<file path="src/design/mac_pkg.sv">
// Shared types and constants for the memory admission controller.
package mac_pkg;

  localparam int AMT_W = 48;  // byte amounts, cap, prior, estimate, usage
  localparam int SUM_W = 64;  // per-class byte total
  localparam int CNT_W = 32;  // per-class sample count
  localparam int DEN_W = CNT_W + 1;

  localparam logic [AMT_W-1:0] CAP_RESET   = 48'd68719476736;
  localparam logic [AMT_W-1:0] PRIOR_RESET = 48'd21474836480;

  // Item kinds carried on s_tuser
  typedef enum logic [1:0] {
    KIND_ACQUIRE = 2'd0,
    KIND_RELEASE = 2'd1,
    KIND_SAMPLE  = 2'd2
  } kind_t;

  // Register indexes (paddr bit 3)
  localparam logic REG_MEMORY_CAP     = 1'b0;
  localparam logic REG_PRIOR_ESTIMATE = 1'b1;

endpackage

</file>
<file path="src/design/memory_admission_controller_core.sv">
// Top level: memory admission controller with per-class size estimates.
//
// Items arrive on the s_* stream: s_tuser is the kind (acquire, release,
// sample), s_tdata holds the job class and a byte amount. Each item gives
// exactly one result beat on the m_* stream: granted flag, class estimate
// (prior + total) / (1 + count), usage after the item, underflow flag.
// memory_cap and prior_estimate are written over the APB port (64-bit data,
// byte addresses 0 and 8); the user must write them only while the block is
// idle, which the block itself does not enforce.
// One item at a time: an accepted item updates its class entry (ST_LOAD),
// starts the divider (ST_START), runs the bit-serial divider (ST_DIV, one
// quotient bit per cycle) and settles usage (ST_FINISH), and the next item is
// taken only after its result has been registered.
// Results sit in an output register; s_tready rises again while a result
// waits, but the next result is held until the receiver takes the previous.
// After reset the class table is cleared one entry a cycle with s_tready
// low; usage resets to zero, the registers to their default values.
// Configuration writes are taken at any time.
module memory_admission_controller_core #(
  parameter int NUM_CLASSES = 16
) (
  input  logic          clk,
  input  logic          rst,
  // input stream
  input  logic          s_tvalid,
  output logic          s_tready,
  input  logic [55:0]   s_tdata,   // [3:0] job_class, [51:4] amount, zero pad
  input  logic [1:0]    s_tuser,   // [1:0] kind
  // result stream
  output logic          m_tvalid,
  input  logic          m_tready,
  output logic [103:0]  m_tdata,   // [0] granted, [48:1] estimate,
                                   // [96:49] usage_now, [97] underflow_error, zero pad
  // configuration
  input  logic          psel,
  input  logic          penable,
  input  logic          pwrite,
  input  logic [3:0]    paddr,
  input  logic [63:0]   pwdata,
  output logic [63:0]   prdata,
  output logic          pready
);
  import mac_pkg::*;

  localparam int IDX_W = (NUM_CLASSES > 1) ? $clog2(NUM_CLASSES) : 1;
  localparam int ENT_W = SUM_W + CNT_W;

  typedef enum logic [2:0] {
    ST_CLEAR,
    ST_IDLE,
    ST_LOAD,
    ST_START,
    ST_DIV,
    ST_FINISH
  } state_t;

  state_t           state;
  logic [IDX_W-1:0] clr_idx;

  // configuration registers
  logic [AMT_W-1:0] memory_cap;
  logic [AMT_W-1:0] prior_estimate;

  // item being worked on
  kind_t            kind;
  logic [IDX_W-1:0] cls;
  logic [AMT_W-1:0] amount;
  logic [SUM_W-1:0] sum;
  logic [CNT_W-1:0] cnt;
  logic [AMT_W-1:0] usage_total;

  // class table
  logic             ram_we;
  logic [IDX_W-1:0] ram_waddr;
  logic [ENT_W-1:0] ram_wdata;
  logic [IDX_W-1:0] ram_raddr;
  logic [ENT_W-1:0] ram_rdata;
  logic [IDX_W-1:0] wrap_idx [16];

  // divider
  logic             div_start;
  logic [SUM_W-1:0] div_num;
  logic [DEN_W-1:0] div_den;
  logic             div_busy;
  logic [SUM_W-1:0] div_quot;

  logic [SUM_W-1:0] rd_sum;
  logic [CNT_W-1:0] rd_cnt;
  logic [SUM_W:0]   sum_add;
  logic [SUM_W-1:0] sum_next;
  logic [CNT_W-1:0] cnt_next;
  logic [SUM_W:0]   num_add;
  logic [AMT_W-1:0] est;
  logic [AMT_W:0]   charge;
  logic             grant;
  logic             s_beat;
  logic             out_free;
  logic [AMT_W-1:0] usage_next;
  logic             res_granted;
  logic             res_uflow;

  // APB register access
  assign pready = 1'b1;

  always_comb begin
    case (paddr[3])
      REG_MEMORY_CAP:     prdata = {16'd0, memory_cap};
      REG_PRIOR_ESTIMATE: prdata = {16'd0, prior_estimate};
      default:            prdata = '0;
    endcase
  end

  always_ff @(posedge clk) begin
    if (rst) begin
      memory_cap     <= CAP_RESET;
      prior_estimate <= PRIOR_RESET;
    end else if (psel && penable && pwrite && pready) begin
      if (paddr[3] == REG_MEMORY_CAP) begin
        memory_cap <= pwdata[AMT_W-1:0];
      end else begin
        prior_estimate <= pwdata[AMT_W-1:0];
      end
    end
  end

  // Class index wraps modulo NUM_CLASSES: a constant table over the 16 codes
  for (genvar g = 0; g < 16; g++) begin : g_wrap
    assign wrap_idx[g] = IDX_W'(g % NUM_CLASSES);
  end

  // Input handshake
  assign s_tready  = (state == ST_IDLE);
  assign s_beat    = s_tvalid && s_tready;
  assign ram_raddr = wrap_idx[s_tdata[3:0]];
  assign out_free  = !m_tvalid || m_tready;

  // Sample update with saturation
  assign rd_sum   = ram_rdata[SUM_W-1:0];
  assign rd_cnt   = ram_rdata[ENT_W-1:SUM_W];
  assign sum_add  = {1'b0, rd_sum} + {{(SUM_W-AMT_W+1){1'b0}}, amount};
  assign sum_next = sum_add[SUM_W] ? '1 : sum_add[SUM_W-1:0];
  assign cnt_next = (rd_cnt == '1) ? rd_cnt : rd_cnt + 1'b1;

  // Table writes: clearing pass, or the sample update
  always_comb begin
    ram_we    = 1'b0;
    ram_waddr = cls;
    ram_wdata = {cnt_next, sum_next};
    if (state == ST_CLEAR) begin
      ram_we    = 1'b1;
      ram_waddr = clr_idx;
      ram_wdata = '0;
    end else if (state == ST_LOAD && kind == KIND_SAMPLE) begin
      ram_we = 1'b1;
    end
  end

  // Divider operands: saturated prior + total over 1 + count
  assign num_add   = {1'b0, {(SUM_W-AMT_W){1'b0}}, prior_estimate} + {1'b0, sum};
  assign div_num   = num_add[SUM_W] ? '1 : num_add[SUM_W-1:0];
  assign div_den   = {1'b0, cnt} + DEN_W'(1);
  assign div_start = (state == ST_START);

  // Estimate saturated to 48 bits, admission test
  assign est    = (div_quot[SUM_W-1:AMT_W] != '0) ? '1 : div_quot[AMT_W-1:0];
  assign charge = {1'b0, usage_total} + {1'b0, est};
  assign grant  = (est == '0) || (charge <= {1'b0, memory_cap});

  // Result flags and usage after the item
  always_comb begin
    usage_next  = usage_total;
    res_granted = 1'b0;
    res_uflow   = 1'b0;
    case (kind)
      KIND_ACQUIRE: begin
        if (grant) begin
          usage_next  = charge[AMT_W-1:0];
          res_granted = 1'b1;
        end
      end
      KIND_RELEASE: begin
        if (amount > usage_total) begin
          usage_next = '0;
          res_uflow  = 1'b1;
        end else begin
          usage_next = usage_total - amount;
        end
      end
      default: begin
      end
    endcase
  end

  mac_ram #(
    .WIDTH (ENT_W),
    .DEPTH (NUM_CLASSES)
  ) u_class_ram (
    .clk   (clk),
    .we    (ram_we),
    .waddr (ram_waddr),
    .wdata (ram_wdata),
    .raddr (ram_raddr),
    .rdata (ram_rdata)
  );

  mac_div u_div (
    .clk      (clk),
    .rst      (rst),
    .start    (div_start),
    .dividend (div_num),
    .divisor  (div_den),
    .busy     (div_busy),
    .quotient (div_quot)
  );

  // Sequencer, usage and result register
  always_ff @(posedge clk) begin
    if (rst) begin
      state       <= ST_CLEAR;
      clr_idx     <= '0;
      usage_total <= '0;
      m_tvalid    <= 1'b0;
    end else begin
      if (state == ST_FINISH && out_free) begin
        m_tvalid <= 1'b1;
      end else if (m_tready) begin
        m_tvalid <= 1'b0;
      end
      case (state)
        ST_CLEAR: begin
          clr_idx <= clr_idx + 1'b1;
          if (clr_idx == IDX_W'(NUM_CLASSES - 1)) begin
            state <= ST_IDLE;
          end
        end
        ST_IDLE: begin
          if (s_beat) begin
            state <= ST_LOAD;
          end
        end
        ST_LOAD: begin
          state <= ST_START;
        end
        ST_START: begin
          state <= ST_DIV;
        end
        ST_DIV: begin
          if (!div_busy) begin
            state <= ST_FINISH;
          end
        end
        ST_FINISH: begin
          if (out_free) begin
            state       <= ST_IDLE;
            usage_total <= usage_next;
            m_tdata     <= {6'd0, res_uflow, usage_next, est, res_granted};
          end
        end
        default: begin
          state <= ST_IDLE;
        end
      endcase
    end
  end

  // Item payload capture
  always_ff @(posedge clk) begin
    if (s_beat) begin
      kind   <= kind_t'(s_tuser);
      cls    <= ram_raddr;
      amount <= s_tdata[51:4];
    end
    if (state == ST_LOAD) begin
      sum <= (kind == KIND_SAMPLE) ? sum_next : rd_sum;
      cnt <= (kind == KIND_SAMPLE) ? cnt_next : rd_cnt;
    end
  end

  // Checks
  a_no_accept_in_clear: assert property (@(posedge clk) disable iff (rst)
    (state == ST_CLEAR) |-> !s_tready)
    else $error("item accepted during table clear");

  a_div_idle_on_start: assert property (@(posedge clk) disable iff (rst)
    div_start |-> !div_busy)
    else $error("divider restarted while busy");

  a_flags_exclusive: assert property (@(posedge clk) disable iff (rst)
    m_tvalid |-> !(m_tdata[0] && m_tdata[97]))
    else $error("grant and underflow flagged together");

  a_result_after_divide: assert property (@(posedge clk) disable iff (rst)
    (state == ST_DIV && !div_busy) |=> (state == ST_FINISH))
    else $error("sequencer skipped result stage");

endmodule

</file>
<file path="src/design/mac_ram.sv">
// Generic single-write, single-read RAM with registered read data.
module mac_ram #(
  parameter int WIDTH = 96,
  parameter int DEPTH = 16
) (
  input  logic                                   clk,
  input  logic                                   we,
  input  logic [(DEPTH > 1 ? $clog2(DEPTH) : 1)-1:0] waddr,
  input  logic [WIDTH-1:0]                       wdata,
  input  logic [(DEPTH > 1 ? $clog2(DEPTH) : 1)-1:0] raddr,
  output logic [WIDTH-1:0]                       rdata
);

  logic [WIDTH-1:0] mem [DEPTH];

  always_ff @(posedge clk) begin
    if (we) begin
      mem[waddr] <= wdata;
    end
    rdata <= mem[raddr];
  end

endmodule

</file>
<file path="src/design/mac_div.sv">
// Radix-2 restoring divider: 64-bit dividend by 33-bit divisor, one bit per cycle.
module mac_div (
  input  logic                      clk,
  input  logic                      rst,
  input  logic                      start,
  input  logic [mac_pkg::SUM_W-1:0] dividend,
  input  logic [mac_pkg::DEN_W-1:0] divisor,
  output logic                      busy,
  output logic [mac_pkg::SUM_W-1:0] quotient
);
  import mac_pkg::*;

  localparam int STEP_W = $clog2(SUM_W);

  logic [DEN_W-1:0]  den;
  logic [DEN_W-1:0]  rem;
  logic [SUM_W-1:0]  shreg;   // dividend bits out the top, quotient bits in the bottom
  logic [STEP_W-1:0] step;
  logic [DEN_W:0]    trial;
  logic              ge;
  logic [DEN_W-1:0]  rem_next;

  // One trial subtraction per cycle
  always_comb begin
    trial    = {rem, shreg[SUM_W-1]};
    ge       = trial >= {1'b0, den};
    rem_next = ge ? DEN_W'(trial - {1'b0, den}) : trial[DEN_W-1:0];
  end

  always_ff @(posedge clk) begin
    if (rst) begin
      busy <= 1'b0;
      step <= '0;
    end else if (start) begin
      busy <= 1'b1;
      step <= '0;
    end else if (busy) begin
      step <= step + 1'b1;
      if (step == STEP_W'(SUM_W - 1)) begin
        busy <= 1'b0;
      end
    end
  end

  always_ff @(posedge clk) begin
    if (start) begin
      den   <= divisor;
      rem   <= '0;
      shreg <= dividend;
    end else if (busy) begin
      rem   <= rem_next;
      shreg <= {shreg[SUM_W-2:0], ge};
    end
  end

  assign quotient = shreg;

endmodule
</file>
<file path="config.mk">
export PLATFORM = sky130hd
export DESIGN_NAME = memory_admission_controller_core
export DESIGN_NICKNAME = d
export VERILOG_FILES = /design/src/design/mac_pkg.sv /design/src/design/memory_admission_controller_core.sv /design/src/design/mac_ram.sv /design/src/design/mac_div.sv
export SDC_FILE = /design/constraint.sdc
export NUM_CORES = 2
export LEC_CHECK = 0
export ABC_AREA = 1
export BUFFER_PORTS_ARGS = -buffer_cell sky130_fd_sc_hd__buf_4
export CAP_MARGIN = 20
export CORE_ASPECT_RATIO = 1.5
export CORE_MARGIN = 4
export CORE_UTILIZATION = 40
export DETAILED_ROUTE_END_ITERATION = 6
export HOLD_SLACK_MARGIN = 0.02
export PLACE_DENSITY = 0.56
export SETUP_SLACK_MARGIN = 0.02
export SLEW_MARGIN = 20
export SYNTH_ARGS = -nofsm -noshare
export SYNTH_HDL_FRONTEND = slang
export SYNTH_HIERARCHICAL = 1
export SYNTH_SLANG_ARGS = --single-unit
</file>
<file path="constraint.sdc">
create_clock -name clk -period 10.09 [get_ports clk]
set_input_delay 2.018 -clock clk [delete_from_list [all_inputs] [get_ports clk]]
set_output_delay 2.018 -clock clk [all_outputs]
set_load 0.1 [all_outputs]
</file>
# ---- Word-level counts from Yosys, hierarchy flattened
# Memories as Yosys holds them, arrays and structs flattened. A register that Yosys moved wholly into a read port is not among the register bits.
# Index checks and enable logic that the tools add are counted.
dict set report word_totals {
  regBits 537
  ram_bits 1536
  mem_bits_ro 64
  inputBits 133
  output_inout_bits 171
  wordCells 104
  mem_count 2
}
dict set report op_classes {
  add_sub_neg 9
  magnitude_cmp 4
  n_eq_ne 14
  n_mux 33
  n_bitwise 3
  reduce_logical 20
}
# name depth word_bits read_ports rd_ports_with_merged_regs write_ports line_no
set mem_list {}
lappend mem_list {u_class_ram.mem 16 96 1 1 1 mac_ram.sv:14} ;# logic [WIDTH-1:0] mem [DEPTH];
lappend mem_list {{(no name shown)} 16 4 1 0 0 memory_admission_controller_core.sv:134} ;# assign ram_raddr = wrap_idx[s_tdata[3:0]];
# cell count
set ops {}
lappend ops {{two-way mux 64 bit} 5}
lappend ops {{two-way mux 48 bit} 3}
lappend ops {{one-hot mux 64 bit (2 select lines)} 1}
lappend ops {{two-way mux 96 bit} 1}
lappend ops {{one-hot mux 48 bit (2 select lines)} 1}
lappend ops {{adder 48 x 64 -> 65 bit} 1}
lappend ops {{adder 64 x 48 -> 65 bit} 1}
lappend ops {{two-way mux 32 bit} 2}
lappend ops {{adder 48 x 48 -> 49 bit} 1}
lappend ops {{<= comparator 49 x 48 -> 1 bit} 1}
lappend ops {{greater-than comparator 48 bit} 1}
lappend ops {{logical NOT 48 bit} 1}
lappend ops {{subtractor 48 bit} 1}
lappend ops {{greater-or-equal comparator 34 x 33 -> 1 bit} 1}
lappend ops {{adder 32 x 1 -> 33 bit, second input constant} 1}
lappend ops {{two-way mux 33 bit} 1}
lappend ops {{subtractor 33 bit} 1}
lappend ops {{adder 32 x 1 -> 32 bit, second input constant} 1}
lappend ops {{== test 32 bit, second input constant} 1}
lappend ops {{one-hot mux 3 bit (6 select lines)} 1}
lappend ops {{nonzero test 16 bit} 1}
lappend ops {{two-way mux 3 bit} 4}
lappend ops {{two-way mux 4 bit} 3}
lappend ops {{two-way mux 1 bit} 11}
lappend ops {{24 further kinds} 37}

# ---- Logic depth before layout (Yosys ltp)
dict set report depth {
  ltp_word 7
  ltp_mapped 37
  ltp_nobuf 34
}

# ---- Modules after synthesis
# The synthesis kept the hierarchy.
# module instances cells_each area_per_inst_um2 seq_area_each_um2
set by_module_without_submodules {}
lappend by_module_without_submodules {mac_ram 1 6302 67643.6 48046.1}
lappend by_module_without_submodules {memory_admission_controller_core 1 5537 36028.3 10490.1}
lappend by_module_without_submodules {mac_div 1 1141 8264.2 3713.6}

# ---- Least setup slack after synthesis
# Ideal clock, no wire load.
dict set report synth_timing {
  kind {in2reg}
  startpoint {in m_tready}
  endpoint {reg m_tdata[0] (enable)}
  setup_ns 0.556
  arrival_time_ns 6.612
  slack_ns 2.922
  stages 5
  path_buffers 1
  cell_sequence {nor2_1 nor2_1 inv_1 clkbuf_1 nor2_1}
}
dict set report synth_via {
  elab_chain_len 2
}
# element line_no
set synth_lines {}
lappend synth_lines {{start: declaration} memory_admission_controller_core.sv:31} ;# input logic m_tready,
lappend synth_lines {{logical OR 1 bit} memory_admission_controller_core.sv:135} ;# assign out_free = !m_tvalid || m_tready;
lappend synth_lines {{AND reduction 3 bit (no line)} -}
lappend synth_lines {{end signal: assignment} memory_admission_controller_core.sv:256} ;# m_tdata <= {6'd0, res_uflow, usage_next, est, res_granted};
lappend synth_lines {{end: declaration} memory_admission_controller_core.sv:32} ;# output logic [103:0] m_tdata,
# Every way passes these cells.
# A chain may end at the register's enable or synchronous reset.

# ---- Final worst setup path
dict set report layout_timing {
  startpoint {reg u_div.shreg[49] (netlist: u_div/quotient[49])}
  endpoint {reg m_tdata[73], data pin}
}
dict set report layout_via {
  elab_chain_len 7
  elab_cells_between_ends 8
}
# element line_no
set layout_lines {}
lappend layout_lines {{start: declaration} mac_div.sv:17} ;# logic [SUM_W-1:0] shreg;
lappend layout_lines {{start signal: assignment} mac_div.sv:49} ;# shreg <= dividend;
lappend layout_lines {{start signal: assignment} mac_div.sv:52} ;# shreg <= {shreg[SUM_W-2:0], ge};
lappend layout_lines {{nonzero test 16 bit *} memory_admission_controller_core.sv:165} ;# assign est = (div_quot[SUM_W-1:AMT_W] != '0) ? '1 : div_quot[AMT_W-1:0];
lappend layout_lines {{two-way mux 48 bit *} memory_admission_controller_core.sv:165}
lappend layout_lines {{via est[31]} memory_admission_controller_core.sv:93} ;# logic [AMT_W-1:0] est;
lappend layout_lines {{adder 48 x 48 -> 49 bit} memory_admission_controller_core.sv:166} ;# assign charge = {1'b0, usage_total} + {1'b0, est};
lappend layout_lines {{<= comparator 49 x 48 -> 1 bit} memory_admission_controller_core.sv:167} ;# assign grant = (est == '0) || (charge <= {1'b0, memory_cap});
lappend layout_lines {{logical OR 1 bit *} memory_admission_controller_core.sv:167}
lappend layout_lines {{two-way mux 48 bit *} memory_admission_controller_core.sv:176} ;# if (grant) begin
lappend layout_lines {{one-hot mux 48 bit (2 select lines) *} memory_admission_controller_core.sv:174} ;# case (kind)
lappend layout_lines {{via usage_next[24]} memory_admission_controller_core.sv:98} ;# logic [AMT_W-1:0] usage_next;
# The timed path passes the listed nets; every way through them passes the cells marked *.

==> results.sh <==
export IMPL_reg2reg_from="u_div/quotient[49]$_DFFE_PP_"
export IMPL_critPathMaxStageDelay_ps=750
export IMPL_layout_drive_gt1_share=0.06673
export IMPL_io_pins=304
export IMPL_r2r_end="m_tdata[73]$_DFFE_PP_"
export IMPL_cts_repair_resized=0
export IMPL_ff2ff_setup_slack_ps=1900
export IMPL_synth_top_area_share=0.5046
export IMPL_start_kind="register"
export IMPL_critPathMaxFanout=30
export IMPL_finalSetupTns_ps=0
export IMPL_ys_warn_count=6
export IMPL_dr_pass1_iters=7
export IMPL_crit_type="register to register"
export IMPL_min_period_ps=8188
export IMPL_routed_wl_um=390900
export IMPL_setup_viol=0
export IMPL_hold_path_class="register to register"
export IMPL_finalHoldViolCount=0
export IMPL_ff2ff_path_depth=29
export IMPL_grt_usage=0.2629
export IMPL_worstSetupEndpointType="register"
export IMPL_port_buffers=257
export IMPL_antenna_found_initial=12
export IMPL_syn2layout_area_growth_pct=11.13
export IMPL_cp_required_ps=10800
export IMPL_worst_path_most_repeated_cell="nand2_1"
export IMPL_drtAntennaViolNets=0
export IMPL_finish_utilization=0.4472
export IMPL_row_count=237
export IMPL_fmax_mhz=122.1
export IMPL_cts_tree="built"
export IMPL_design_core_area_um2=278100
export IMPL_tightest_slew_ps=1141
export IMPL_seq_area_frac_synth=0.5561
export IMPL_timing_final_crit_share=0.8115
export IMPL_slew_viol_final=0
export IMPL_grt_ovfl_total=0
export IMPL_relSlewSlack=0.2341
export IMPL_avgSynthCellArea_um2=8.624
export IMPL_dieArea_um2=288500
export IMPL_wl_per_cell_um=23.01
export IMPL_die_w_um=439.9
export IMPL_synth_edf_count=1881
export IMPL_cp_slowest_cell="nor3_1"
export IMPL_start_util=0.4024
export IMPL_synth_ff_type="edfxtp_1"
export IMPL_synth_cell_types=64
export IMPL_layout_nets=13520
export IMPL_clk_latency_ps=920
export IMPL_leakage_uw=0.05556
export IMPL_async_reset_ff_frac=0
export IMPL_clockBufferDepth=4
export IMPL_drt_iter0_drc=6620
export IMPL_cts_buffers=214
export IMPL_whs_endpoint="u_div/rem[31]$_SDFFE_PP0P_"
export IMPL_drc=0
export IMPL_placed_cells=16580
export IMPL_place_congestion=1.033
export IMPL_hold_depth=2
export IMPL_viasPerCell=5.130
export IMPL_grt_pass1_vias=84290
export IMPL_cts_root_buf="clkbuf_16"
export IMPL_ctsHoldBuffers=0
export IMPL_post_cts_buffers=0
export IMPL_synth_seq_cells=2169
export IMPL_rsz0062_at_grt="false"
export IMPL_critPathArrivalTime_ps=8900
export IMPL_grt_pass1_wl_um=560700
export IMPL_vias=87140
export IMPL_syn_area_um2=111900
export IMPL_synth_cells=12980
export IMPL_cts_sinks=2169
export IMPL_status="finished clean"
export IMPL_synth_area_leaders="edfxtp_1, nand2_1, inv_1"
export IMPL_power_uw=32930
export IMPL_min_from="u_div/rem[31]$_SDFFE_PP0P_"
export IMPL_fin_cells=16990
export IMPL_finalClockSkew_ps=77.19
export IMPL_clk_pin_slew_worst_paths_ps=60
export IMPL_max_vdd_ir_drop_uv=523.7
export IMPL_grt_max_degree=160
export IMPL_synth_area_leader_cell="edfxtp_1"
export IMPL_dpl_hpwl_um=262000
export IMPL_power_per_cell_area_nw_per_um2=264.7
export IMPL_maxCapViolations=0
export IMPL_htreeDepth=4
export IMPL_die_h_um=655.9
## cells in the final DEF (no fill, tap or decap), drive strengths merged, types with 31 or more instances in the layout
cell	synthesis	layout
a21o	39	39
a21oi	444	444
a31oi	60	60
buf	332	387
clkbuf	174	281
clkinv	2	78
dfxtp	288	288
edfxtp	1881	1881
ha	277	277
inv	2309	2317
nand2	3743	3743
nand3	1626	1626
nand4	80	80
nor2	782	782
nor3	93	93
nor4	31	31
o21ai	411	411
o21bai	38	38
or2	39	39
xnor2	74	74
xor2	123	123
## layout make-up
class | instances | area (um^2)
clock inverter | 114 | 1028
inverter | 2311 | 8706
clock buffer | 279 | 5908
antenna | 5 | 12.51
tap | 3704 | 4634
fill | 27250 | 153800
timing repair buffer | 389 | 3267
multi-input combinational | 8015 | 38590
sequential | 2169 | 62250
## cells in the mapped netlist (92+ instances only)
cell type / number
xor2_1: 123
buf_2: 189
inv_1: 2289
nor2_1: 772
dfxtp_1: 288
nand3_1: 1606
o21ai_0: 381
edfxtp_1: 1881
clkbuf_1: 173
nand2_1: 3713
a21oi_1: 442
ha_1: 277
nor3_1: 92
## kinds of logic after synthesis
kind of cell             Yosys count  share of synthesized area
AND/OR/NAND/NOR                 6438                     0.2421
flip-flops                      2169                     0.5561
XOR/XNOR                         197                    0.01541
multiplexers                       1                 0.00008943
other                              2                 0.00006709
AO/OA/AOI/OAI                   1074                    0.05241
buffers and inverters           2817                     0.1019
adder cells (fa/ha/maj)          282                    0.03186
## flip-flops by register name, summed over array words and instances, names as in the netlist, 2 cells and up
| register | flops |
|---|---|
| amount | 48 |
| clr_idx | 4 |
| cls | 4 |
| cnt | 32 |
| kind | 2 |
| m_tdata | 98 |
| memory_cap | 48 |
| prior_estimate | 48 |
| state | 3 |
| sum | 64 |
| u_class_ram/mem | 1536 |
| u_class_ram/rdata | 96 |
| u_div/den | 33 |
| u_div/quotient | 64 |
| u_div/rem | 33 |
| u_div/step | 6 |
| usage_total | 48 |
## worst max path at each step
stage | startpoint | to | slack [ps] | cells past startpoint
global placement | u_div/quotient[49]$_DFFE_PP_ | m_tdata[73]$_DFFE_PP_ | 2090 | 30
global route | u_div/quotient[49]$_DFFE_PP_ | m_tdata[73]$_DFFE_PP_ | 1770 | 30
floorplan | m_tready | m_tdata[0]$_SDFFCE_PN0P_ | 2920 | 5
finish | u_div/quotient[49]$_DFFE_PP_ | m_tdata[73]$_DFFE_PP_ | 1900 | 29
detailed placement | u_div/quotient[49]$_DFFE_PP_ | m_tdata[73]$_DFFE_PP_ | 2070 | 29
CTS | u_div/quotient[49]$_DFFE_PP_ | m_tdata[73]$_DFFE_PP_ | 2050 | 29
## routing by layer
metal  vias to the layer above  track usage  wire (um)
met5                         -            0         14
met3                       882      0.03096      19010
met2                      2619       0.4666     196500
met4                         2       0.1637      28180
li1                      42150            -          -
met1                     41490       0.2998     147200
## through the flow
stage                     setup slack [ps]  cell area, um^2  hold WS, ps
after detailed placement              2071           117300        460.1
after CTS                             2050           124300        477.0
final                                 1902           124400        469.5
after floorplan                       2922           112000        438.6
after global routing                  1766           124400        501.8
after global placement                2092           117300        455.4
## where the power goes
| group | switching [uW] | internal, uW |
|---|---|---|
| combinational | 8990 | 2930 |
| clock | 3520 | 4520 |
| sequential | 532 | 12400 |
| total | 13000 | 19900 |
## worst max-delay path: cells and delay by family, from the launching register on
family,cells,cell delay [ps]
xor+xnor,1,240
fa+ha+maj,2,730
buf+inv,7,1480
flops,1,380
simple gates,19,5090
Note: power is estimated with default switching activity, not from simulation.
